[config.mk]
export PLATFORM = sky130hd
export DESIGN_NAME = tlik_cordic_cell
export DESIGN_NICKNAME = d
export VERILOG_FILES = /design/src/rtl/tlik_pkg.sv /design/src/rtl/tlik_cordic_cell.sv
export SDC_FILE = /design/constraint.sdc
export NUM_CORES = 1
export LEC_CHECK = 0
export BUFFER_PORTS_ARGS = -buffer_cell sky130_fd_sc_hd__buf_2
export CAP_MARGIN = 10
export CORE_ASPECT_RATIO = 0.6
export CORE_UTILIZATION = 30
export CTS_BUF_LIST = sky130_fd_sc_hd__clkbuf_16
export CTS_CLUSTER_DIAMETER = 100
export DETAILED_ROUTE_END_ITERATION = 16
export PLACE_DENSITY = 0.51
export SLEW_MARGIN = 0
export SYNTH_ARGS = -nofsm -noshare
export SYNTH_HDL_FRONTEND = slang
export SYNTH_SLANG_ARGS = --single-unit
[constraint.sdc]
create_clock -name clock -period 5.25 [get_ports clock]
set_input_delay 0 -clock clock [delete_from_list [all_inputs] [get_ports clock]]
set_output_delay 0 -clock clock [all_outputs]
set_load 0.005 [all_outputs]
[src/rtl/tlik_pkg.sv]
// Shared types, constants and helpers for the two-link leg solver.
// No dependencies; every other file imports this package.
package tlik_pkg;

   localparam int LEN_W      = 16;
   localparam int ANG_W      = 16;
   localparam int IDX_W      = 8;
   localparam int QUO_W      = 31;
   localparam int DEN_W      = 34;
   localparam int REM_W      = 35;
   localparam int RAD_W      = 62;
   localparam int CRD_W      = 34;
   localparam int DIV_STEPS  = 31;
   localparam int SQRT_STEPS = 31;
   localparam int ATAN_LEN   = 24;

   localparam logic [IDX_W-1:0] REG_THIGH = 8'd0;
   localparam logic [IDX_W-1:0] REG_SHANK = 8'd1;

   localparam logic [LEN_W-1:0] THIGH_RESET = 16'd6554;
   localparam logic [LEN_W-1:0] SHANK_RESET = 16'd6554;

   localparam logic [QUO_W-1:0]        ONE_Q30     = 31'h4000_0000;
   localparam logic [RAD_W-1:0]        ONE_Q60     = 62'h1000_0000_0000_0000;
   localparam logic signed [CRD_W-1:0] HALF_PI_Q30 = 34'sd1686629713;
   localparam logic signed [19:0]      PI_Q13      = 20'sd25736;
   localparam logic signed [CRD_W:0]   ROUND_HALF  = 35'sd65536;

   typedef struct packed {
      logic                    flag;
      logic signed [ANG_W-1:0] front;
      logic signed [ANG_W-1:0] lateral;
      logic signed [ANG_W-1:0] foot;
   } meta_type;

   typedef struct packed {
      logic             neg;
      logic [REM_W-1:0] rem;
      logic [DEN_W-1:0] den;
      logic [QUO_W-1:0] quo;
   } div_lane_type;

   typedef struct packed {
      logic                  valid;
      meta_type              meta;
      div_lane_type [1:0]    lane;
   } div_word_type;

   typedef struct packed {
      logic             neg;
      logic [QUO_W-1:0] quo;
      logic [RAD_W-1:0] rad;
      logic [REM_W-1:0] rem;
      logic [QUO_W-1:0] root;
   } sqrt_lane_type;

   typedef struct packed {
      logic                  valid;
      meta_type              meta;
      sqrt_lane_type [1:0]   lane;
   } sqrt_word_type;

   typedef struct packed {
      logic signed [CRD_W-1:0] x;
      logic signed [CRD_W-1:0] y;
      logic signed [CRD_W-1:0] z;
   } cordic_lane_type;

   typedef struct packed {
      logic                    valid;
      meta_type                meta;
      cordic_lane_type [1:0]   lane;
   } cordic_word_type;

   function automatic logic signed [CRD_W-1:0] atan_entry(input logic [4:0] idx);
      logic signed [CRD_W-1:0] v;
      unique case (idx)
         5'd0:  v = 34'sd843314857;
         5'd1:  v = 34'sd497837829;
         5'd2:  v = 34'sd263043837;
         5'd3:  v = 34'sd133525159;
         5'd4:  v = 34'sd67021687;
         5'd5:  v = 34'sd33543516;
         5'd6:  v = 34'sd16775851;
         5'd7:  v = 34'sd8388437;
         5'd8:  v = 34'sd4194283;
         5'd9:  v = 34'sd2097149;
         5'd10: v = 34'sd1048576;
         5'd11: v = 34'sd524288;
         5'd12: v = 34'sd262144;
         5'd13: v = 34'sd131072;
         5'd14: v = 34'sd65536;
         5'd15: v = 34'sd32768;
         5'd16: v = 34'sd16384;
         5'd17: v = 34'sd8192;
         5'd18: v = 34'sd4096;
         5'd19: v = 34'sd2048;
         5'd20: v = 34'sd1024;
         5'd21: v = 34'sd512;
         5'd22: v = 34'sd256;
         5'd23: v = 34'sd128;
         default: v = '0;
      endcase
      return v;
   endfunction

   function automatic logic signed [ANG_W-1:0] sat16(input logic signed [19:0] v);
      logic signed [ANG_W-1:0] r;
      if (v > 20'sd32767) begin
         r = 16'sh7FFF;
      end else if (v < -20'sd32768) begin
         r = 16'sh8000;
      end else begin
         r = v[ANG_W-1:0];
      end
      return r;
   endfunction

endpackage

[src/rtl/tlik_cordic_cell.sv]
// One vectoring CORDIC cell: one micro-rotation per lane per cycle while enabled.
// Depends on tlik_pkg for the arctangent table.
module tlik_cordic_cell import tlik_pkg::*; #(
   parameter int STAGE = 0
) (
   input  logic            clock,
   input  logic            reset,
   input  logic            enable,
   input  cordic_word_type word_in,
   output cordic_word_type word_out
);

   localparam logic [4:0] IDX = 5'(STAGE);

   cordic_word_type word_ff;
   cordic_word_type word_in_next;

   always_comb begin
      logic signed [CRD_W-1:0] xs;
      logic signed [CRD_W-1:0] ys;
      word_in_next = word_in;
      for (int k = 0; k < 2; k++) begin
         xs = word_in.lane[k].x >>> STAGE;
         ys = word_in.lane[k].y >>> STAGE;
         if (!word_in.lane[k].y[CRD_W-1]) begin
            word_in_next.lane[k].x = word_in.lane[k].x + ys;
            word_in_next.lane[k].y = word_in.lane[k].y - xs;
            word_in_next.lane[k].z = word_in.lane[k].z + atan_entry(IDX);
         end else begin
            word_in_next.lane[k].x = word_in.lane[k].x - ys;
            word_in_next.lane[k].y = word_in.lane[k].y + xs;
            word_in_next.lane[k].z = word_in.lane[k].z - atan_entry(IDX);
         end
      end
   end

   always_ff @(posedge clock) begin
      if (reset) begin
         word_ff.valid <= 1'b0;
      end else if (enable) begin
         word_ff.valid <= word_in_next.valid;
      end
      if (enable) begin
         word_ff.meta <= word_in_next.meta;
         word_ff.lane <= word_in_next.lane;
      end
   end

   assign word_out = word_ff;

endmodule

==> impl_metrics.yaml <==
status:
  outcome: "finished clean"
logic_synthesis:
  ys_ff_latch: 252
  synthSimpleGateAreaFrac_pct: 12.13
  synth.top_cell.area_share_pct: 33.73
  synthTopCellsByArea: "edfxtp_1, ha_1, a21oi_1"
  synth_compound_area_share_pct: 24.48
  netlist_instances: 2486
  syn-cell-area_um2: 22340
  synth_top_family_by_area: "compound AO/OA/AOI/OAI gates"
  synth_nets: 3015
  synth.area.mux_share_pct: 1.215
  synth_most_common_cell: "a21oi_1"
  synth_edf_count: 251
  ys_warn_count: 0
  synthXorXnorAreaFrac_pct: 7.330
  synthAdderAreaFrac_pct: 15.50
  async_reset_ff_share_pct: 0
  ys_seq_area_share_pct: 33.82
  synth_common_cells: "a21oi_1, ha_1, edfxtp_1"
  synth_top_area_cell: "edfxtp_1"
  synth_area_per_cell_um2: 8.988
  synth-main-ff-cell: "edfxtp_1"
  yosysUniqueCellTypes: 85
critical_path:
  critical_path_class: "in2reg"
  slowest_delay_ps: 560
  cp.arrival_ps: 3850
  path_cells: "dlygate4sd3_1 -> buf_2 -> fa_1 -> a211oi_1 -> o211ai_1 -> nand3_1 -> o21ai_1 -> o21ai_1 -> o21ai_1 -> a221o_1 -> a221oi_1 -> xnor2_1 -> dlygate4sd3_1"
  cpMaxStageDelayCell: "dlygate4sd3_1"
  r2r-end: "word_out[253]"
  cpLargestDelayFamily: "compound AO/OA/AOI/OAI gates"
  cp.depth: 13
  cp_max_fo: 3
  timing.rr.start: "word_out[253]"
  cp-endpoint: "word_out[134]"
  reg2reg_depth: 3
  cp-end-kind: "flip-flop"
  worstPathRequired_ps: 5590
  crit_start: "word_in[102]"
  ff2ff_setup_slack_ps: 4110
  critPathLaunchType: "input port"
  path_buf_inv: 3
  crit_path_frequent_cell: "o21ai_1"
route:
  drc_errors: 0
  antenna_left: 0
  routed_wl_um: 85560
  via_per_inst: 5.295
  drtPass1Iterations: 6
  vias: 21630
  wl_per_cell_um: 20.95
  drtIter0Drc: 2629
cells_and_area:
  syn2layout_area_growth_pct: 25.90
  finalNetCount: 3600
  drive_gt1_share_pct: 19.13
  design_area_um2: 28130
  final_cells: 4084
  largest_reg_flops: 252
clock_network:
  clkTransAtPathRegs_ps: 60
  clk_path_buf_depth: 3
  cts_resized: 0
  cts.sinks: 252
  cts_tree: "done"
  clk_latency_ps: 590
  ctsHoldBuffers: 134
  post_cts_buffers: 0
  h-tree-depth: 1
  cts_buffers: 30
  cts_root_buffer: "clkbuf_16"
global_routing:
  antenna_found_initial: 5
  grt_pass1_vias: 19490
  grt_pass1_wl_um: 123100
  grtUsageTotal_pct: 21.26
  grt_max_degree: 121
  globalRouteOverflowTotal: 0
floorplan:
  ioPinCount: 511
  floorplan.rows: 77
  core_area_um2: 73700
  initial_core_util_pct: 30.32
  die-area_um2: 75610
  fp.dieH_um: 213.4
  die_w_um: 354.3
sta:
  fin_tns_setup_ps: 0
  fmax_ghz: 0.2855
  relSlewSlack_pct: 22.20
  finalSetupViolCount: 0
  finalCritPeriodShare_pct: 66.72
  finClkSkew_ps: 0
  grt_setup_unrepaired: "false"
  hold_viol_final: 0
  tightest_slew_ps: 1156
  period_needed_ps: 3503
  drv_slew: 0
pwr:
  p_int_mw: 4.902
  vdd_drop_max_uv: 240.3
  switching_share_pct: 35.37
  power_frac_seq_pct: 35.8
  p_comb_share_pct: 35.9
  clkPwrFrac_pct: 28.2
  p_per_area_nw_per_um2: 269.6
  net-switching-power_mw: 2.683
  leakage_nw: 12.34
  finalPower_mw: 7.585
placed_design:
  dp_hpwl_um: 68450
  gp_congestion: 0.9663
  portBuffers: 510
  placed_cells: 3892
  post_dp_cell_area_um2: 25800
worst_hold_path:
  hold_depth: 2
  hp-class: "in2reg"
run:
  drv_cap: 0
worst reg2reg max path, cell delays in order (launching register included):
cell and delay [ps]:
dfxtp_1 310, mux2i_1 120, nor2_1 50, dlygate4sd3_1 540
metrics by stage:
| stage | util (%) | setup slack, ps | hold slack [ps] |
|---|---|---|---|
| after floorplan | - | 2007 | 72.38 |
| after global placement | 35.01 | 1730 | 163.4 |
| after detailed placement | 35.01 | 1773 | 160.4 |
| after CTS | 38.16 | 1818 | 2.629 |
| after global routing | 38.17 | 1565 | 21.87 |
| final | 38.17 | 1747 | 43.87 |
cell type report:
cell class / instances / area, um2
Antenna cell: 2 / 5.005
Clock inverter: 25 / 206.4
Inverter: 220 / 825.8
Multi-Input combinational cell: 1916 / 13550
Tap cell: 987 / 1235
Fill cell: 7549 / 45570
Sequential cell: 252 / 7557
Clock buffer: 31 / 775.7
Timing Repair Buffer: 651 / 3974
power groups by stage:
| stage | clock network (mW) | logic, mW | registers (mW) |
|---|---|---|---|
| global placement | 0 | 2.59 | 2.76 |
| finish | 2.14 | 2.72 | 2.72 |
| CTS | 2.22 | 2.67 | 2.72 |
| detailed placement | 0 | 2.55 | 2.76 |
| global route | 2.29 | 2.94 | 2.74 |
| floorplan | 0 | 1.44 | 2.78 |
kinds of logic (layout without fill, tap and decap cells):
family / count (synthesis) / after routing
other: 0 / 2
adder cells (fa/ha/maj): 272 / 272
AO/OA/AOI/OAI: 860 / 860
buffers and inverters: 318 / 927
multiplexers: 27 / 27
AND/OR/NAND/NOR: 570 / 570
flip-flops: 252 / 252
XOR/XNOR: 187 / 187
layout by cell type (no fill, tap or decap), types with 31 or more instances in the layout:
cell type,Yosys,routed
clkbuf_16,0,31
xnor2_1,147,147
o21ai_0,162,162
dlygate4sd3_1,0,134
nand2_1,129,129
buf_2,26,507
nor2b_1,33,33
a21o_1,71,71
a21oi_1,303,303
xor2_1,40,40
nand4_1,32,32
o21bai_1,48,48
o31ai_1,31,31
nor2_1,192,192
edfxtp_1,251,251
ha_1,264,264
inv_1,214,224
nand3_1,40,40
nor3_1,41,41
layer usage:
metal	track usage (%)	part of all wire, %	vias up
li1	-	-	10250
met3	5.328	9.5	103
met5	0.8750	0.13	-
met4	4.578	2.2	6
met1	33.34	49	10210
met2	28.32	39	1056
worst min path at each step:
| stage | start | endpoint | slack, ps |
|---|---|---|---|
| 2_1_floorplan | reset | word_out[253] | 70 |
| 4_1_cts | word_in[169] | word_out[103] | 3 |
| 6_report | word_in[169] | word_out[103] | 40 |
| 5_1_grt | word_in[169] | word_out[103] | 20 |
| 3_3_place_gp | reset | word_out[253] | 160 |
| 3_5_place_dp | reset | word_out[253] | 160 |
No activity file was read; power rests on OpenSTA's default activity.
