`src/rtl/tlik_pkg.sv`:
```
// Shared types, constants and helpers for the two-link leg solver.
// No dependencies; every other file imports this package.
package tlik_pkg;

   localparam int LEN_W      = 16;
   localparam int ANG_W      = 16;
   localparam int IDX_W      = 8;
   localparam int QUO_W      = 31;
   localparam int DEN_W      = 34;
   localparam int REM_W      = 35;
   localparam int RAD_W      = 62;
   localparam int CRD_W      = 34;
   localparam int DIV_STEPS  = 31;
   localparam int SQRT_STEPS = 31;
   localparam int ATAN_LEN   = 24;

   localparam logic [IDX_W-1:0] REG_THIGH = 8'd0;
   localparam logic [IDX_W-1:0] REG_SHANK = 8'd1;

   localparam logic [LEN_W-1:0] THIGH_RESET = 16'd6554;
   localparam logic [LEN_W-1:0] SHANK_RESET = 16'd6554;

   localparam logic [QUO_W-1:0]        ONE_Q30     = 31'h4000_0000;
   localparam logic [RAD_W-1:0]        ONE_Q60     = 62'h1000_0000_0000_0000;
   localparam logic signed [CRD_W-1:0] HALF_PI_Q30 = 34'sd1686629713;
   localparam logic signed [19:0]      PI_Q13      = 20'sd25736;
   localparam logic signed [CRD_W:0]   ROUND_HALF  = 35'sd65536;

   typedef struct packed {
      logic                    flag;
      logic signed [ANG_W-1:0] front;
      logic signed [ANG_W-1:0] lateral;
      logic signed [ANG_W-1:0] foot;
   } meta_type;

   typedef struct packed {
      logic             neg;
      logic [REM_W-1:0] rem;
      logic [DEN_W-1:0] den;
      logic [QUO_W-1:0] quo;
   } div_lane_type;

   typedef struct packed {
      logic                  valid;
      meta_type              meta;
      div_lane_type [1:0]    lane;
   } div_word_type;

   typedef struct packed {
      logic             neg;
      logic [QUO_W-1:0] quo;
      logic [RAD_W-1:0] rad;
      logic [REM_W-1:0] rem;
      logic [QUO_W-1:0] root;
   } sqrt_lane_type;

   typedef struct packed {
      logic                  valid;
      meta_type              meta;
      sqrt_lane_type [1:0]   lane;
   } sqrt_word_type;

   typedef struct packed {
      logic signed [CRD_W-1:0] x;
      logic signed [CRD_W-1:0] y;
      logic signed [CRD_W-1:0] z;
   } cordic_lane_type;

   typedef struct packed {
      logic                    valid;
      meta_type                meta;
      cordic_lane_type [1:0]   lane;
   } cordic_word_type;

   function automatic logic signed [CRD_W-1:0] atan_entry(input logic [4:0] idx);
      logic signed [CRD_W-1:0] v;
      unique case (idx)
         5'd0:  v = 34'sd843314857;
         5'd1:  v = 34'sd497837829;
         5'd2:  v = 34'sd263043837;
         5'd3:  v = 34'sd133525159;
         5'd4:  v = 34'sd67021687;
         5'd5:  v = 34'sd33543516;
         5'd6:  v = 34'sd16775851;
         5'd7:  v = 34'sd8388437;
         5'd8:  v = 34'sd4194283;
         5'd9:  v = 34'sd2097149;
         5'd10: v = 34'sd1048576;
         5'd11: v = 34'sd524288;
         5'd12: v = 34'sd262144;
         5'd13: v = 34'sd131072;
         5'd14: v = 34'sd65536;
         5'd15: v = 34'sd32768;
         5'd16: v = 34'sd16384;
         5'd17: v = 34'sd8192;
         5'd18: v = 34'sd4096;
         5'd19: v = 34'sd2048;
         5'd20: v = 34'sd1024;
         5'd21: v = 34'sd512;
         5'd22: v = 34'sd256;
         5'd23: v = 34'sd128;
         default: v = '0;
      endcase
      return v;
   endfunction

   function automatic logic signed [ANG_W-1:0] sat16(input logic signed [19:0] v);
      logic signed [ANG_W-1:0] r;
      if (v > 20'sd32767) begin
         r = 16'sh7FFF;
      end else if (v < -20'sd32768) begin
         r = 16'sh8000;
      end else begin
         r = v[ANG_W-1:0];
      end
      return r;
   endfunction

endpackage

```
`src/rtl/tlik_div_cell.sv`:
```
// One restoring-division cell: one quotient bit per lane per cycle while enabled.
// Depends on tlik_pkg.
module tlik_div_cell import tlik_pkg::*; (
   input  logic         clock,
   input  logic         reset,
   input  logic         enable,
   input  div_word_type word_in,
   output div_word_type word_out
);

   div_word_type word_ff;
   div_word_type word_in_next;

   always_comb begin
      logic             ge;
      logic [REM_W-1:0] diff;
      word_in_next = word_in;
      for (int k = 0; k < 2; k++) begin
         ge   = word_in.lane[k].rem >= {1'b0, word_in.lane[k].den};
         diff = ge ? word_in.lane[k].rem - {1'b0, word_in.lane[k].den} : word_in.lane[k].rem;
         word_in_next.lane[k].rem = {diff[REM_W-2:0], 1'b0};
         word_in_next.lane[k].quo = {word_in.lane[k].quo[QUO_W-2:0], ge};
      end
   end

   always_ff @(posedge clock) begin
      if (reset) begin
         word_ff.valid <= 1'b0;
      end else if (enable) begin
         word_ff.valid <= word_in_next.valid;
      end
      if (enable) begin
         word_ff.meta <= word_in_next.meta;
         word_ff.lane <= word_in_next.lane;
      end
   end

   assign word_out = word_ff;

endmodule

```
`config.mk`:
```
export PLATFORM = sky130hd
export DESIGN_NAME = tlik_div_cell
export DESIGN_NICKNAME = d
export VERILOG_FILES = /design/src/rtl/tlik_pkg.sv /design/src/rtl/tlik_div_cell.sv
export SDC_FILE = /design/constraint.sdc
export NUM_CORES = 1
export LEC_CHECK = 0
export BUFFER_PORTS_ARGS = -buffer_cell sky130_fd_sc_hd__buf_4
export CORE_AREA = 4 4 197 199
export CTS_CLUSTER_SIZE = 24
export DETAILED_ROUTE_END_ITERATION = 7
export DIE_AREA = 0 0 201 203
export PLACE_DENSITY = 0.68
export SLEW_MARGIN = 30
export SYNTH_ARGS = -nofsm -noshare
export SYNTH_HDL_FRONTEND = slang
export SYNTH_SLANG_ARGS = --single-unit
export TNS_END_PERCENT = 50
```
`constraint.sdc`:
```
create_clock -name clock -period 6.2 [get_ports clock]
set_clock_uncertainty 0.2 [all_clocks]
set_input_delay 1.24 -clock clock [delete_from_list [all_inputs] [get_ports clock]]
set_output_delay 1.24 -clock clock [all_outputs]
set_load 0.02 [all_outputs]
```
==> metrics.txt, run 1 <==
status finished, final reports clean; grt total ovfl 0; Area Growth Syn to Fin 42.9%; Worst-path clk slew 60 ps; main combinational cell family by area after synthesis compound AO/OA/AOI/OAI gates; Port Buffers 502; mux contribution to synthesized area 0.0175; count leader, synth edfxtp_1; Worst Setup SP word_in[166]; Synth Area in Adders 0.0736; post-synthesis compound-gate area fraction 0.133; # rows 71; Synth top area share 0.618; routed wire length 37.7 mm; CP arrival 4610 ps; Yosys warning count 0; num ports 507; GRT Util Overall 0.172; clock sinks 250; # nets final 1,804; required time worst endpoint 6290 ps; share of layout cells above drive strength 1 0.382; critical path class in2reg; crit path launch type input pin; fmax 0.222 GHz; CP max stage cell o21ai_0; setup TNS 0 ps; CTS Buf Count 30; reg-to-reg startpoint word_out[251]$_SDFFE_PP0P_; clock buffer depth 3; Synth Area in XOR/XNOR 0.0413; TritonCTS clock tree done; Die Ht 203 um; endpoints failing hold 0; RSZ-0062 raised after global routing false; EDFF count, synth 249; core box area 37,200 um2; leakage power 7.55 nW; Post-Synth Simple-Gate Area 0.0766; DRT antenna net count 0; Largest register FFs 250; CP cell instances buf_4 > inv_1 > ha_1 > inv_1 > fa_1 > a211oi_1 > o21ai_0 > a21oi_1 > o22ai_1 > o31a_1 > o21ai_0 > o31ai_1 > mux2_2 > o2111ai_1; most instantiated cells after synthesis 249 x edfxtp_1, 89 x inv_1, 86 x a21oi_1; crit end category flop; slew of the pin with the lowest slew margin 935 ps; detailed placement HPWL 29.8 mm; WL per Instance 19.1 um; drt pass-1 iters 5; clock period minus final worst setup slack 4510 ps; Final Util 0.464; crit-path max cell delay 560 ps; Worst Hold Class reg2reg; initial core utilization 0.325; final worst-path cycle share 0.728; FFs w/ async S/R, synth 0; die span in x 201 um; drt initial violations 598; Mapped Area 12,100 um2; Post-CTS Setup Bufs 0; drc violations 0; Slew Limit Fails 0; Worst Path Buf+Inv 3; Max Cap Viol 0; post-cts resize count 0; vias per cell 4.85; largest net degree at the start of global routing 111; H-tree levels 1; area leader, netlist edfxtp_1; dominant synthesized flop cell edfxtp_1; Mapped Avg Cell Area 12.6 um2; Root Buffer clkbuf_16; largest cells by area after synthesis edfxtp_1 62%, ha_1 7.0%, a21oi_1 3.6%; worst relative slew slack 0.377; routability congestion estimate from global placement 0.868; Clk Latency, worst-skew pair 560 ps; first-pass GRT wire length 56.1 mm; vias in the first global route 9,631; Worst Hold Launch word_out[251]$_SDFFE_PP0P_; largest delay contributor family on the critical path compound AO/OA/AOI/OAI gates; endpoints failing setup 0; Hold-fix buffers, CTS 0; via count 9,562; die area 40,800 um2; Synth Register Bits 250; worst vdd ir 0.202 mV; sequential fraction of the synthesis area 0.620; fill cell count 3,411; unique cell type count in the Yosys netlist 61; CP max FO 4; initial antenna violation count 1; Power Density 283 nW/um2; Gate Count Post-Synth 963
-- through the flow --
step           power, W  cells  instance area, um2  hold WS (ps)  setup slack, ps
2_1_floorplan   0.00278    964               12100           379             2060
4_1_cts         0.00495   1970               17300           311             1790
6_report        0.00489   1971               17300           310             1690
5_1_grt         0.00512   1970               17300           345             1460
3_3_place_gp    0.00333   1921               16400           278             1210
3_5_place_dp    0.00334   1921               16400           297             1190
-- worst paths after layout --
| check | endpoint | slack (ps) | depth (start not counted) |
|---|---|---|---|
| worst min-delay path | word_out[251]$_SDFFE_PP0P_ | 310 | 2 |
| worst max register to register | word_out[251]$_SDFFE_PP0P_ | 5410 | 2 |
| worst min register to register | word_out[251]$_SDFFE_PP0P_ | 310 | 2 |
| worst max-delay path | word_out[197]$_DFFE_PP_ | 1690 | 14 |
-- layout by cell type, fill, tap and decap left out, types with 4 or more instances in the layout --
cell type  instances
o31a_1             4
nand3b_1           4
nand2_1           65
inv_1             89
a21oi_1           86
xor2_1            26
and3_1            11
nor2_1            49
a21o_1            29
nand4_1           12
edfxtp_1         249
o21bai_1          13
nand3_1           21
o21ai_0           62
xnor2_1           31
a31oi_1            5
o31ai_1            5
o21a_1             9
buf_4            505
clkbuf_16         30
ha_1              68
nand2b_1          10
clkinv_1           7
a311oi_1           4
a211oi_1           9
nor3_1             9
nor2b_1            6
mux2_2            17
clkbuf_1           8
-- worst reg2reg max path, stage by stage (launching register included) --
cell	delay, ps
dfxtp_1	310
mux2i_1	120
nor2_1	50
-- cells by family (layout without fill, tap and decap cells) --
group	after synthesis	count (layout)
other cells	1	3
xor+xnor	57	57
fa+ha+maj	70	70
compound gates	254	254
flops	250	250
simple gates	198	198
buf+inv	114	646
mux	19	19
-- report_power, final --
part           internal, W  switching [W]
registers          0.00207      0.0000533
logic             0.000518       0.000664
clock network     0.000918       0.000670
total              0.00351        0.00139
-- cell type report --
class	count	area, um2	share of cell area
sequential	250	7500	0.434
timing repair buffer	508	3850	0.222
antenna	1	2.50	0.000145
clock buffer	38	781	0.0452
clock inverter	11	86.3	0.00499
tap	474	593	0.0343
inverter	89	334	0.0193
multi-input combinational	600	4150	0.240
-- metal layers --
layer | part of all wire | track usage | wire, um
met2 | 0.51 | 0.308 | 19400
met3 | 0.077 | 0.0473 | 2900
met4 | 0.018 | 0.0408 | 664
met5 | 0 | 0 | 0
met1 | 0.39 | 0.206 | 14800
Power figures use the tool's default switching activity.
==> run 2: changes to the inputs <==
Settings changed: ABC_AREA set to 1, CORE_AREA 4 4 197 199 to 4 4 198 200, DIE_AREA 0 0 201 203 to 0 0 202 204, PLACE_DENSITY 0.68 to 0.72.
Clock period 6.2 ns to 4.6 ns, I/O delays scaled along.
==> metrics.txt, run 2 <==
met3 Use GR 0.0476; GRT Util Overall 0.198; Area Growth Syn to Fin 37.0%; Mapped Area 13,800 um2; required time worst endpoint 4690 ps; Worst Path Buf+Inv 3; clock period minus final worst setup slack 3090 ps; die span in x 202 um; largest cells by area after synthesis edfxtp_1 54%, nand2_1 15%, inv_1 7.1%; DRT antenna net count 0; post-cts resize count 0; Post-Place Worst Slack 855 ps; Combinational Power Share 0.263; TritonCTS clock tree done; sequential fraction of the synthesis area 0.545; Worst Hold Class reg2reg; share of layout cells above drive strength 1 0.289; Root Buffer clkbuf_16; clock buffer depth 3; clock sinks 250; CP max FO 37; Port Buffers 502; crit-path max cell delay 390 ps; num ports 507; most frequent cells in the layout 559 x nand2_1, 502 x buf_4, 260 x inv_1, 249 x edfxtp_1, 108 x nor2_1; Post-CTS Setup Bufs 0; # nets final 2,387; Yosys warning count 0; worst relative slew slack 0.545; final worst-path cycle share 0.671; worst vdd ir 0.271 mV; die area 41,200 um2; Hold-fix buffers, CTS 0; detailed placement HPWL 35.0 mm; dominant synthesized flop cell edfxtp_1; drt initial violations 704; Synth Register Bits 250; Synth top area share 0.544; critical path class in2reg; routability congestion estimate from global placement 0.946; # rows 71; met1 Track Usage GR 0.235; Mapped Avg Cell Area 8.92 um2; initial core utilization 0.368; WL per Instance 16.7 um; Largest register FFs 250; count leader, synth nand2_1; drt pass-1 iters 5; most used routing layer met2; commonest non-fill, non-tap cell in the layout nand2_1; switching power 0.00198 W; Max Cap Viol 0; CP cell instances buf_4 > inv_1 > ha_1 > nand2_1 > nor2_2 > nand3_1 > nor3b_1 > a21oi_1 > nand2_4 > inv_4 > nand2_1 > nand2_1; grt total ovfl 0; Final Util 0.504; cell mode on critical path nand2_1; CP arrival 3180 ps; largest net degree at the start of global routing 80; vias per cell 4.53; setup TNS 0 ps; Flop pwr share 0.438; crit end category flop; first-pass GRT wire length 65.2 mm; setup ws final 1510 ps; status finished, final reports clean; EDFF count, synth 249; largest delay contributor family on the critical path simple AND/OR/NAND/NOR gates; switch share 0.305; Clk pwr share 0.299; most instantiated cells after synthesis 559 x nand2_1, 260 x inv_1, 249 x edfxtp_1; Gate Count Post-Synth 1,541; placed insts 2,544; initial antenna violation count 3; unique cell type count in the Yosys netlist 35; CP max stage cell nand2_4; Die Ht 204 um; RSZ-0062 raised after global routing false; drc violations 0; leakage power 9.39 nW; CTS Buf Count 27; crit path launch type input pin; vias in the first global route 11,616; fmax 0.324 GHz; via count 11,757; Non-Filler Instances 2,594; endpoints failing hold 0; Clk Latency, worst-skew pair 540 ps; FFs w/ async S/R, synth 0; core box area 37,400 um2; GRT met2 Usage 0.357; routed wire length 43.2 mm; Slew Limit Fails 0; area leader, netlist edfxtp_1; H-tree levels 1; Int Pwr 0.00453 W; Power Density 346 nW/um2; slew of the pin with the lowest slew margin 676 ps; endpoints failing setup 0; Worst-path clk slew 60 ps
run 2: cell count changes after synthesis, moves of 34 or more:
cell | before | now
a21oi_1 | 86 | 52
inv_1 | 89 | 260
nand2_1 | 65 | 559
nand3_1 | 21 | 65
nor2_1 | 49 | 108
o21ai_0 | 62 | 24
run 2: final timing paths:
path,startpoint,endpoint,slack (ps),depth (start not counted)
worst max-delay path,word_in[43],word_out[96]$_DFFE_PP_,1510,12
worst min-delay path,word_out[251]$_SDFFE_PP0P_,word_out[251]$_SDFFE_PP0P_,300,2
worst max register to register,word_out[251]$_SDFFE_PP0P_,word_out[251]$_SDFFE_PP0P_,3820,2
worst min register to register,word_out[251]$_SDFFE_PP0P_,word_out[251]$_SDFFE_PP0P_,300,2
run 2: kinds of logic (layout without fill, tap and decap cells):
logic type | after synthesis | in the layout | share of synthesized area
AO/OA/AOI/OAI | 84 | 84 | 0.0323
XOR/XNOR | 36 | 36 | 0.0229
adder cells (fa/ha/maj) | 70 | 70 | 0.0648
buffers and inverters | 283 | 823 | 0.0853
flip-flops | 250 | 250 | 0.545
multiplexers | 1 | 1 | 0.000728
other | 1 | 3 | 0.000273
AND/OR/NAND/NOR | 816 | 816 | 0.248
run 2: through the flow:
step	hold WS, ps	cell area [um2]	power (W)
after floorplan	379	13800	0.00384
after CTS	291	18800	0.00661
after global placement	277	18100	0.00460
after global routing	306	18800	0.00687
final	296	18800	0.00652
after detailed placement	291	18100	0.00462
run 2: power by group through the flow:
stage	clock, W	combinational (W)	sequential [W]
6_report	0.00195	0.00172	0.00285
4_1_cts	0.00202	0.00173	0.00286
5_1_grt	0.00212	0.00187	0.00287
3_5_place_dp	0	0.00172	0.00290
2_1_floorplan	0	0.000657	0.00318
3_3_place_gp	0	0.00171	0.00289
run 2: tightest hold or removal path: cells and delay by family, from the launching register on:
| kind | cells | cell delay [ps] |
|---|---|---|
| DFF | 1 | 320 |
| muxes | 1 | 70 |
| and+or+nand+nor | 1 | 70 |
run 2: final cells by class:
type	instances	area (um2)
timing repair buffer	505	3820
clock buffer	32	694
multi-input combinational	1009	5080
fill	3515	18600
inverter	269	1020
tap	511	639
antenna	1	2.50
clock inverter	17	86.3
sequential	250	7500
run 2: metal layers:
layer / wire length (um) / share of wire
met3: 3220 / 0.075
met4: 1280 / 0.030
met1: 16900 / 0.39
met2: 21800 / 0.50
met5: 27 / 0.00062
