**src/rtl/tlik_pkg.sv**
```systemverilog
// Shared types, constants and helpers for the two-link leg solver.
// No dependencies; every other file imports this package.
package tlik_pkg;

   localparam int LEN_W      = 16;
   localparam int ANG_W      = 16;
   localparam int IDX_W      = 8;
   localparam int QUO_W      = 31;
   localparam int DEN_W      = 34;
   localparam int REM_W      = 35;
   localparam int RAD_W      = 62;
   localparam int CRD_W      = 34;
   localparam int DIV_STEPS  = 31;
   localparam int SQRT_STEPS = 31;
   localparam int ATAN_LEN   = 24;

   localparam logic [IDX_W-1:0] REG_THIGH = 8'd0;
   localparam logic [IDX_W-1:0] REG_SHANK = 8'd1;

   localparam logic [LEN_W-1:0] THIGH_RESET = 16'd6554;
   localparam logic [LEN_W-1:0] SHANK_RESET = 16'd6554;

   localparam logic [QUO_W-1:0]        ONE_Q30     = 31'h4000_0000;
   localparam logic [RAD_W-1:0]        ONE_Q60     = 62'h1000_0000_0000_0000;
   localparam logic signed [CRD_W-1:0] HALF_PI_Q30 = 34'sd1686629713;
   localparam logic signed [19:0]      PI_Q13      = 20'sd25736;
   localparam logic signed [CRD_W:0]   ROUND_HALF  = 35'sd65536;

   typedef struct packed {
      logic                    flag;
      logic signed [ANG_W-1:0] front;
      logic signed [ANG_W-1:0] lateral;
      logic signed [ANG_W-1:0] foot;
   } meta_type;

   typedef struct packed {
      logic             neg;
      logic [REM_W-1:0] rem;
      logic [DEN_W-1:0] den;
      logic [QUO_W-1:0] quo;
   } div_lane_type;

   typedef struct packed {
      logic                  valid;
      meta_type              meta;
      div_lane_type [1:0]    lane;
   } div_word_type;

   typedef struct packed {
      logic             neg;
      logic [QUO_W-1:0] quo;
      logic [RAD_W-1:0] rad;
      logic [REM_W-1:0] rem;
      logic [QUO_W-1:0] root;
   } sqrt_lane_type;

   typedef struct packed {
      logic                  valid;
      meta_type              meta;
      sqrt_lane_type [1:0]   lane;
   } sqrt_word_type;

   typedef struct packed {
      logic signed [CRD_W-1:0] x;
      logic signed [CRD_W-1:0] y;
      logic signed [CRD_W-1:0] z;
   } cordic_lane_type;

   typedef struct packed {
      logic                    valid;
      meta_type                meta;
      cordic_lane_type [1:0]   lane;
   } cordic_word_type;

   function automatic logic signed [CRD_W-1:0] atan_entry(input logic [4:0] idx);
      logic signed [CRD_W-1:0] v;
      unique case (idx)
         5'd0:  v = 34'sd843314857;
         5'd1:  v = 34'sd497837829;
         5'd2:  v = 34'sd263043837;
         5'd3:  v = 34'sd133525159;
         5'd4:  v = 34'sd67021687;
         5'd5:  v = 34'sd33543516;
         5'd6:  v = 34'sd16775851;
         5'd7:  v = 34'sd8388437;
         5'd8:  v = 34'sd4194283;
         5'd9:  v = 34'sd2097149;
         5'd10: v = 34'sd1048576;
         5'd11: v = 34'sd524288;
         5'd12: v = 34'sd262144;
         5'd13: v = 34'sd131072;
         5'd14: v = 34'sd65536;
         5'd15: v = 34'sd32768;
         5'd16: v = 34'sd16384;
         5'd17: v = 34'sd8192;
         5'd18: v = 34'sd4096;
         5'd19: v = 34'sd2048;
         5'd20: v = 34'sd1024;
         5'd21: v = 34'sd512;
         5'd22: v = 34'sd256;
         5'd23: v = 34'sd128;
         default: v = '0;
      endcase
      return v;
   endfunction

   function automatic logic signed [ANG_W-1:0] sat16(input logic signed [19:0] v);
      logic signed [ANG_W-1:0] r;
      if (v > 20'sd32767) begin
         r = 16'sh7FFF;
      end else if (v < -20'sd32768) begin
         r = 16'sh8000;
      end else begin
         r = v[ANG_W-1:0];
      end
      return r;
   endfunction

endpackage

```
**src/rtl/tlik_sqrt_cell.sv**
```systemverilog
// One integer square-root cell: one root bit per lane per cycle while enabled.
// Depends on tlik_pkg.
module tlik_sqrt_cell import tlik_pkg::*; (
   input  logic          clock,
   input  logic          reset,
   input  logic          enable,
   input  sqrt_word_type word_in,
   output sqrt_word_type word_out
);

   sqrt_word_type word_ff;
   sqrt_word_type word_in_next;

   always_comb begin
      logic             ge;
      logic [REM_W-1:0] cat;
      logic [REM_W-1:0] trial;
      word_in_next = word_in;
      for (int k = 0; k < 2; k++) begin
         cat   = {word_in.lane[k].rem[REM_W-3:0], word_in.lane[k].rad[RAD_W-1 -: 2]};
         trial = {2'b00, word_in.lane[k].root, 2'b01};
         ge    = cat >= trial;
         word_in_next.lane[k].rem  = ge ? cat - trial : cat;
         word_in_next.lane[k].root = {word_in.lane[k].root[QUO_W-2:0], ge};
         word_in_next.lane[k].rad  = {word_in.lane[k].rad[RAD_W-3:0], 2'b00};
      end
   end

   always_ff @(posedge clock) begin
      if (reset) begin
         word_ff.valid <= 1'b0;
      end else if (enable) begin
         word_ff.valid <= word_in_next.valid;
      end
      if (enable) begin
         word_ff.meta <= word_in_next.meta;
         word_ff.lane <= word_in_next.lane;
      end
   end

   assign word_out = word_ff;

endmodule

```
**config.mk**
```make
export PLATFORM = sky130hd
export DESIGN_NAME = tlik_sqrt_cell
export DESIGN_NICKNAME = d
export VERILOG_FILES = /design/src/rtl/tlik_pkg.sv /design/src/rtl/tlik_sqrt_cell.sv
export SDC_FILE = /design/constraint.sdc
export NUM_CORES = 1
export LEC_CHECK = 0
export BUFFER_PORTS_ARGS = -buffer_cell sky130_fd_sc_hd__buf_4
export CORE_AREA = 2 2 287 289
export DETAILED_ROUTE_END_ITERATION = 7
export DIE_AREA = 0 0 289 291
export PLACE_DENSITY = 0.49
export SKIP_CTS_REPAIR_TIMING = 1
export SYNTH_ARGS = -nofsm -noshare
export SYNTH_HDL_FRONTEND = slang
export SYNTH_SLANG_ARGS = --single-unit
```
**constraint.sdc**
```tcl
create_clock -name clock -period 3.9 [get_ports clock]
set_clock_uncertainty 0.05 [all_clocks]
set_input_delay 0.975 -clock clock [delete_from_list [all_inputs] [get_ports clock]]
set_output_delay 0.975 -clock clock [all_outputs]
set_load 0.05 [all_outputs]
```
==> results of run 1 <==
==> worst paths after layout <==
kind,from,end,slack [ns]
worst max-delay path,word_in[170],word_out[224]$_DFFE_PP_,0.50
worst min-delay path,reset,word_out[369]$_SDFFE_PP0P_,0.51
worst max register to register,word_out[369]$_SDFFE_PP0P_,word_out[369]$_SDFFE_PP0P_,3.20
worst min register to register,word_out[369]$_SDFFE_PP0P_,word_out[369]$_SDFFE_PP0P_,0.53
==> layer usage <==
| layer | global-route usage | vias up |
|---|---|---|
| li1 | - | 5990 |
| met5 | 0 | - |
| met1 | 0.176 | 6200 |
| met4 | 0.0528 | 10 |
| met3 | 0.0375 | 97 |
| met2 | 0.243 | 520 |
==> cells by family (layout without fill, tap and decap cells) <==
kind of cell / after synthesis / in the layout / share of synthesized area
compound gates: 256 / 256 / 0.106
xor+xnor: 47 / 47 / 0.0258
fa+ha+maj: 66 / 66 / 0.0517
buf+inv: 119 / 985 / 0.0314
flops: 366 / 366 / 0.687
mux: 24 / 24 / 0.0167
other cells: 1 / 5 / 0.000235
simple gates: 262 / 262 / 0.0810
==> synth_stat cells (all sizes together) (17+ instances only) <==
library cell / instances
clkbuf: 20
nor2: 58
edfxtp: 365
nor3: 22
nand2: 63
nand3: 34
ha: 66
and3: 17
xor2: 22
inv: 84
mux2: 21
o21a: 19
a21o: 30
o21ai: 34
xnor2: 25
a21oi: 88
==> final cells by class <==
type	count	area [um2]
flip-flops and latches	366	11000
clock buffers	53	1200
clock inverters	31	323
well taps	1070	1340
fillers	8305	56300
repair buffers	816	6220
multi-input cells	659	4510
diodes	1	2.50
inverters	85	319
==> through the flow <==
step / instance area, um2 / hold WS [ns] / setup slack, ns
6_report: 24900 / 0.508 / 0.496
5_1_grt: 24900 / 0.470 / 0.219
4_1_cts: 24900 / 0.458 / 0.550
3_5_place_dp: 23400 / 0.512 / -0.0556
3_3_place_gp: 23400 / 0.500 / -0.0779
2_1_floorplan: 16000 / 0.683 / 0.206
==> worst max-delay path, delay by kind of cell <==
family / cells / cell delay (ns)
xor gates and xnor gates: 1 / 0.13
buffers and inverters: 2 / 0.13
adders and majority gates: 1 / 0.32
AOI/OAI and AO/OA: 7 / 2.12
==> power groups by stage <==
stage                     clock network, mW  registers [mW]  logic (mW)
final                                  4.30            4.91        3.37
after global routing                   4.60            4.95        3.54
after CTS                              4.46            4.92        3.39
after detailed placement                  0            4.99        3.38
after global placement                    0            4.99        3.37
after floorplan                           0            6.27       0.691
==> impl_metrics.ini, run 1 <==
[finish]
fin_cells = 3081
layout_commonest_cell = buf_4
final_core_util = 0.307
layout.nets = 2413
final_cell_mix = buf_4, edfxtp_1, a21oi_1, inv_1, ha_1
area_growth_pct = 55.8
final_layout_size_suffix_gt1_frac = 0.457
largest_reg_flops = 366

[clock_tree]
clock-sinks = 366
clkLatencyLatePin_ns = 0.57
cts_buffer_depth = 3
cts_tree = yes
clock-root-buffer = clkbuf_16
htreeDepth = 2
cts.reportedPaths.clkPinSlew_ns = 0.06
cts_buffers = 46

[global_route]
grt_pass1_vias = 13200
overflow = 0
grt_max_degree = 72
antenna_found_initial = 6
grt.total_usage = 0.144
grt_pass1_wl_mm = 89.5

[detailed_routing]
first_pass_iters = 5
drc = 0
drt_first_iter_violations = 732
routed_wl_mm = 64.1
drtAntennaViolNets = 0
routedWlPerCell_um = 20.8
wl_met1_mm = 26.3
routed.top_layer = met5
wl_met3_mm = 4.76
vias_per_cell = 4.16
wl_met2_mm = 30.6
num_vias = 12800

[power]
switching_share = 0.332
leakage_nw = 10.7
ir_drop_v = 0.000320
finalPower_mw = 12.6
pwr_density_cell_nw_per_um2 = 505
p_comb_frac = 0.268
seq_power_share = 0.391
p_switching_mw = 4.17
intPower_mw = 8.40
p_clk_frac = 0.342

[timing]
max_freq_ghz = 0.294
tns_ns = 0
slew_violations = 0
final-hold-violation-count = 0
relSlewSlack = 0.591
period_minus_slack_ns = 3.40
rsz0062_at_grt = no
worst_pin_slew_ns = 0.607
setup_viol = 0
fin_crit_sh = 0.873

[yosys]
async_flop_share = 0
synthesis.instances = 1141
synth_area_per_cell_um2 = 14.0
yosys-top-cells-area = edfxtp_1, ha_1, a21oi_1
synth_enable_flop_cells = 365
yosys_warnings = 0
ys_ff_latch = 366
synth.distinct_cells = 68
synth.cell_area_um2 = 16000
synth_top_area_frac = 0.686
yosysTopAreaCell = edfxtp_1
synth_ff_type = edfxtp_1
ys_seq_area_frac = 0.687

[critical_path]
path_cells = buf_4, inv_1, ha_1, a21o_1, a21o_1, a2111oi_0, o311ai_0, a31oi_1, o31ai_1, a2111oi_0, xor2_1
cp_max_fo = 3
worst_ep_arrival_time_ns = 3.67
start_kind = primary input
worst_path_largest_cell_delay_ns = 0.48
crit_path_top_delay_cell = a2111oi_0
reg2reg_depth = 2
cp.required_ns = 4.16
setup.worst_path.end_class = flop
criticalPathCategory = primary input to flop

[placement]
dp_hpwl_mm = 52.0
portBuffers = 734
gp_congestion = 0.878
dp.cells = 2996

[floorplan]
die_h_um = 291
die_w_um = 289
rows = 105
dieArea_um2 = 84100
ios = 743
core_area_um2 = 81200
initial_core_util = 0.197

[min_path]
hold_path_class = primary input to flop
worstHoldPathCells = 2

[status]
status = finished, final reports clean

[flow_run]
cap_viol_max_count = 0
Power figures use the tool's default switching activity.
==> inputs of run 2 (changes only) <==
Settings changed: REMOVE_ABC_BUFFERS set to 1.
==> run 2 against run 1 <==
Effect of this change:
- power grew 0.89%
- first-iteration DRC count shrank 22%
- critical path depth grew 1
- utilization is essentially flat
- sequential share of layout area is essentially flat
- critical path type unchanged
- largest cell class unchanged
==> impl_metrics.ini, run 2 (synthesis gave the netlist of run 1 again) <==
[clock_tree]
cts.reportedPaths.clkPinSlew_ns = 0.07
cts_buffers = 44
clock-sinks = 366
htreeDepth = 2
clkLatencyLatePin_ns = 0.57
clock-root-buffer = clkbuf_16
cts_buffer_depth = 3
cts_tree = yes

[floorplan]
die_w_um = 289
die_h_um = 291
dieArea_um2 = 84100
ios = 743
rows = 105
initial_core_util = 0.197
core_area_um2 = 81200

[finish]
final_layout_size_suffix_gt1_frac = 0.456
largest_reg_flops = 366
layout_commonest_cell = buf_4
design_area_um2 = 24900
area_growth_pct = 55.8
layout.nets = 2412
final_cell_mix = buf_4, edfxtp_1, a21oi_1, inv_1, ha_1

[detailed_routing]
routedWlPerCell_um = 20.8
vias_per_cell = 4.13
num_vias = 12700
first_pass_iters = 5
drt_first_iter_violations = 574
drc = 0
routed_wl_mm = 64.0
drtAntennaViolNets = 0

[global_route]
grt_pass1_vias = 13100
grt_pass1_wl_mm = 89.3
grt.total_usage = 0.145
grt_use_met3 = 0.0393
groute.layer.met2.usage = 0.256
grt_max_degree = 95
busiest_layer = met2
overflow = 0
antenna_found_initial = 7
met1_usage = 0.171

[power]
intPower_mw = 8.55
seq_power_share = 0.387
p_comb_frac = 0.265
switching_share = 0.326
p_switching_mw = 4.13
finalPower_mw = 12.7
ir_drop_v = 0.000300
leakage_nw = 10.7
pwr_density_cell_nw_per_um2 = 510
p_clk_frac = 0.349

[min_path]
worstHoldPathCells = 2
hold_start = word_out[369]$_SDFFE_PP0P_
hold-path-endpoint = word_out[369]$_SDFFE_PP0P_
hold_path_class = flop to flop

[timing]
max_freq_ghz = 0.279
final-hold-violation-count = 0
relSlewSlack = 0.588
setup_slack_ns = 0.320
period_minus_slack_ns = 3.58
setup_viol = 0
rsz0062_at_grt = no
worst_pin_slew_ns = 0.610
slew_violations = 0
fin_crit_sh = 0.918

[critical_path]
r2r_slack_ns = 3.27
setup.worst_path.end_class = flop
r2r-end = word_out[369]$_SDFFE_PP0P_
crit_path_top_delay_cell = a2111oi_0
r2r_start = word_out[369]$_SDFFE_PP0P_
start_kind = primary input
cp_max_fo = 3
worst_path_largest_cell_delay_ns = 0.50
cp.required_ns = 4.18
criticalPathCategory = primary input to flop
worst_ep_arrival_time_ns = 3.86
path_cells = buf_4, inv_1, ha_1, a21o_1, a21o_1, a2111oi_0, o311ai_0, a31oi_1, o31ai_1, a2111oi_0, buf_4, xor2_1
reg2reg_depth = 2

[placement]
dp_hpwl_mm = 52.2
dpl_worst_slack_ns = -0.263
placed_area_um2 = 23400
gp_congestion = 0.897
portBuffers = 734

[status]
status = finished, final reports clean

[flow_run]
cap_viol_max_count = 0
run 2: cell count changes in the layout (fill, tap and decap cells not counted), moves of 3 or more:
cell | previous run | this run
clkbuf_1 | 5 | 10
clkinv_1 | 6 | 1
bufinv_16 | 4 | 8
clkinv_2 | 10 | 6
buf_4 | 808 | 811
run 2: critical path: cells and delay by family:
family	cells	cell delay, ns
xor+xnor	1	0.05
fa+ha+maj	1	0.29
buf+inv	3	0.52
compound gates	7	2.01
run 2: area by class of cell:
cell class / instances / area [um2]
inverters: 85 / 319
fillers: 8264 / 56300
multi-input cells: 659 / 4510
well taps: 1070 / 1340
clock buffers: 54 / 1140
flip-flops and latches: 366 / 11000
repair buffers: 817 / 6200
diodes: 1 / 2.50
clock inverters: 26 / 398
run 2: power groups by stage:
stage | logic (mW) | clock network, mW | registers [mW]
floorplan | 0.673 | 0 | 6.27
global placement | 3.37 | 0 | 4.99
detailed placement | 3.38 | 0 | 4.99
CTS | 3.39 | 4.59 | 4.91
global route | 3.54 | 4.73 | 4.94
finish | 3.36 | 4.43 | 4.90
run 2: how the worst max path moves through the flow:
stage	startpoint	end	depth (start not counted)
after floorplan	word_in[162]	word_out[220]$_DFFE_PP_	11
after global placement	word_in[176]	word_out[224]$_DFFE_PP_	12
after detailed placement	word_in[176]	word_out[224]$_DFFE_PP_	12
after CTS	word_in[176]	word_out[224]$_DFFE_PP_	12
after global routing	word_in[176]	word_out[224]$_DFFE_PP_	12
final	word_in[176]	word_out[224]$_DFFE_PP_	12
run 2: layer usage:
metal	wire, um	part of all wire
met5	70	0.0011
met4	1430	0.022
met3	4780	0.075
met2	32100	0.50
met1	25600	0.40
run 2: per-stage QoR:
| step | utilization | std cells | setup TNS, ns | hold slack, ns |
|---|---|---|---|---|
| 3_3_place_gp | 0.288 | 2997 | -0.225 | 0.429 |
| 5_1_grt | 0.307 | 3077 | 0 | 0.470 |
| 4_1_cts | 0.307 | 3077 | 0 | 0.457 |
| 2_1_floorplan | - | 1110 | -18.29 | 0.683 |
| 6_report | 0.307 | 3078 | 0 | 0.452 |
| 3_5_place_dp | 0.288 | 2997 | -0.263 | 0.448 |
==> inputs of run 3 (changes only) <==
Settings changed: RECOVER_POWER set to 100.
==> run 3 against run 2 <==
Effect of this change:
- the run now ends with max-capacitance violations, max-slew violations left
- clock power about the same
- worst hold slack got worse by 0.0017 ns
- register-to-register slack barely moved
- combinational power down 11%
- count of clock-buffer cells in the layout unchanged
- largest cell class unchanged
- largest power group unchanged
==> impl_metrics.ini, run 3 (synthesis gave the netlist of run 1 again) <==
[timing]
worst_pin_slew_ns = 2.72
slew_violations = 34
rsz0062_at_grt = no
holdWs_ns = 0.450
final-hold-violation-count = 0
tns_ns = 0
fin_crit_sh = 0.950
period_minus_slack_ns = 3.70
setup_viol = 0
max_freq_ghz = 0.270
relSlewSlack = -0.814
setup_slack_ns = 0.195

[clock_tree]
cts_buffer_depth = 3
clock-root-buffer = clkbuf_16
cts_buffers = 44
cts_tree = yes
clkLatencyLatePin_ns = 0.57
clock-sinks = 366
cts.reportedPaths.clkPinSlew_ns = 0.06
htreeDepth = 2

[global_route]
grt_pass1_vias = 13100
grt_max_degree = 95
antenna_found_initial = 10
grt_pass1_wl_mm = 89.3
overflow = 0
grt.total_usage = 0.145

[finish]
area_growth_pct = 45.1
seqCellArea_um2 = 11000
layout_commonest_cell = clkbuf_1
final_core_util = 0.286
multiInputGateArea_um2 = 4490
fin_cells = 3080
design_area_um2 = 23200
fillers = 8655
final_cell_mix = clkbuf_1, edfxtp_1, clkbuf_4, buf_4, a21oi_1
layout.nets = 2412
largest_reg_flops = 366
final_layout_size_suffix_gt1_frac = 0.236

[floorplan]
ios = 743
rows = 105
dieArea_um2 = 84100
core_area_um2 = 81200
initial_core_util = 0.197
die_w_um = 289
die_h_um = 291

[detailed_routing]
drt_first_iter_violations = 557
routed_wl_mm = 63.8
drc = 0
first_pass_iters = 4
num_vias = 12700
routed.top_layer = met5
wl_met2_mm = 31.5
routedWlPerCell_um = 20.7
drtAntennaViolNets = 0
wl_met3_mm = 4.86
wl_met1_mm = 25.6
vias_per_cell = 4.13

[placement]
placed_area_um2 = 23400
portBuffers = 734
dp_hpwl_mm = 52.2
dp.cells = 2997
gp_congestion = 0.897
dpl_worst_slack_ns = -0.263

[status]
status = finished, violations left
violations = max-capacitance violations, max-slew violations

[power]
ir_drop_v = 0.000311
pwr_density_cell_nw_per_um2 = 531
leakage_nw = 9.00
finalPower_mw = 12.3

[critical_path]
cp_max_fo = 22
crit_path_top_delay_cell = or4b_1
criticalPathCategory = primary input to flop
start_kind = primary input
setup.worst_path.end_class = flop
r2r_slack_ns = 3.27
cp.required_ns = 4.17
path_cells = clkbuf_1, inv_1, ha_1, nand4_1, or4b_1, or4_1, o211ai_2, a22oi_1, and2_0, clkbuf_2, mux2_1
worst_ep_arrival_time_ns = 3.97
worst_path_largest_cell_delay_ns = 0.52

[flow_run]
cap_viol_max_count = 1

[min_path]
hold_path_class = flop to flop
run 3: cell types whose count changed in the layout (fill, tap and decap cells not counted), sizes merged:
cell and delta:
buf -672, diode +2, clkbuf +672
run 3: final timing paths:
| kind | startpoint | endpoint | cells after the start |
|---|---|---|---|
| setup / recovery | word_in[11] | word_out[49]$_DFFE_PP_ | 11 |
| hold / removal | word_out[369]$_SDFFE_PP0P_ | word_out[369]$_SDFFE_PP0P_ | 2 |
| setup reg to reg | word_out[369]$_SDFFE_PP0P_ | word_out[369]$_SDFFE_PP0P_ | 2 |
| hold reg to reg | word_out[369]$_SDFFE_PP0P_ | word_out[369]$_SDFFE_PP0P_ | 2 |
run 3: layout make-up:
| cell class | instances | share of cell area |
|---|---|---|
| Antenna cell | 3 | 0.000324 |
| Clock buffer | 54 | 0.0491 |
| Clock inverter | 26 | 0.0172 |
| Inverter | 85 | 0.0138 |
| Multi-Input combinational cell | 659 | 0.194 |
| Sequential cell | 366 | 0.473 |
| Tap cell | 1070 | 0.0577 |
| Timing Repair Buffer | 817 | 0.195 |
run 3: power breakdown:
group          total [mW]  switching, mW  internal (mW)
Combinational        2.99           2.23          0.760
Sequential           4.89          0.115           4.78
Clock                4.42           1.77           2.65
Total                12.3           4.12           8.19
run 3: worst max-delay path: cells and delay by family:
family | cells | cell delay (ns)
AOI/OAI and AO/OA | 2 | 0.26
buffers and inverters | 3 | 0.66
and+or+nand+nor | 4 | 1.30
adders and majority gates | 1 | 0.30
muxes | 1 | 0.46
run 3: metal layers:
metal	global-route usage	vias up
li1	-	5982
met5	0	-
met2	0.256	464
met3	0.0393	94
met1	0.171	6169
met4	0.0368	10
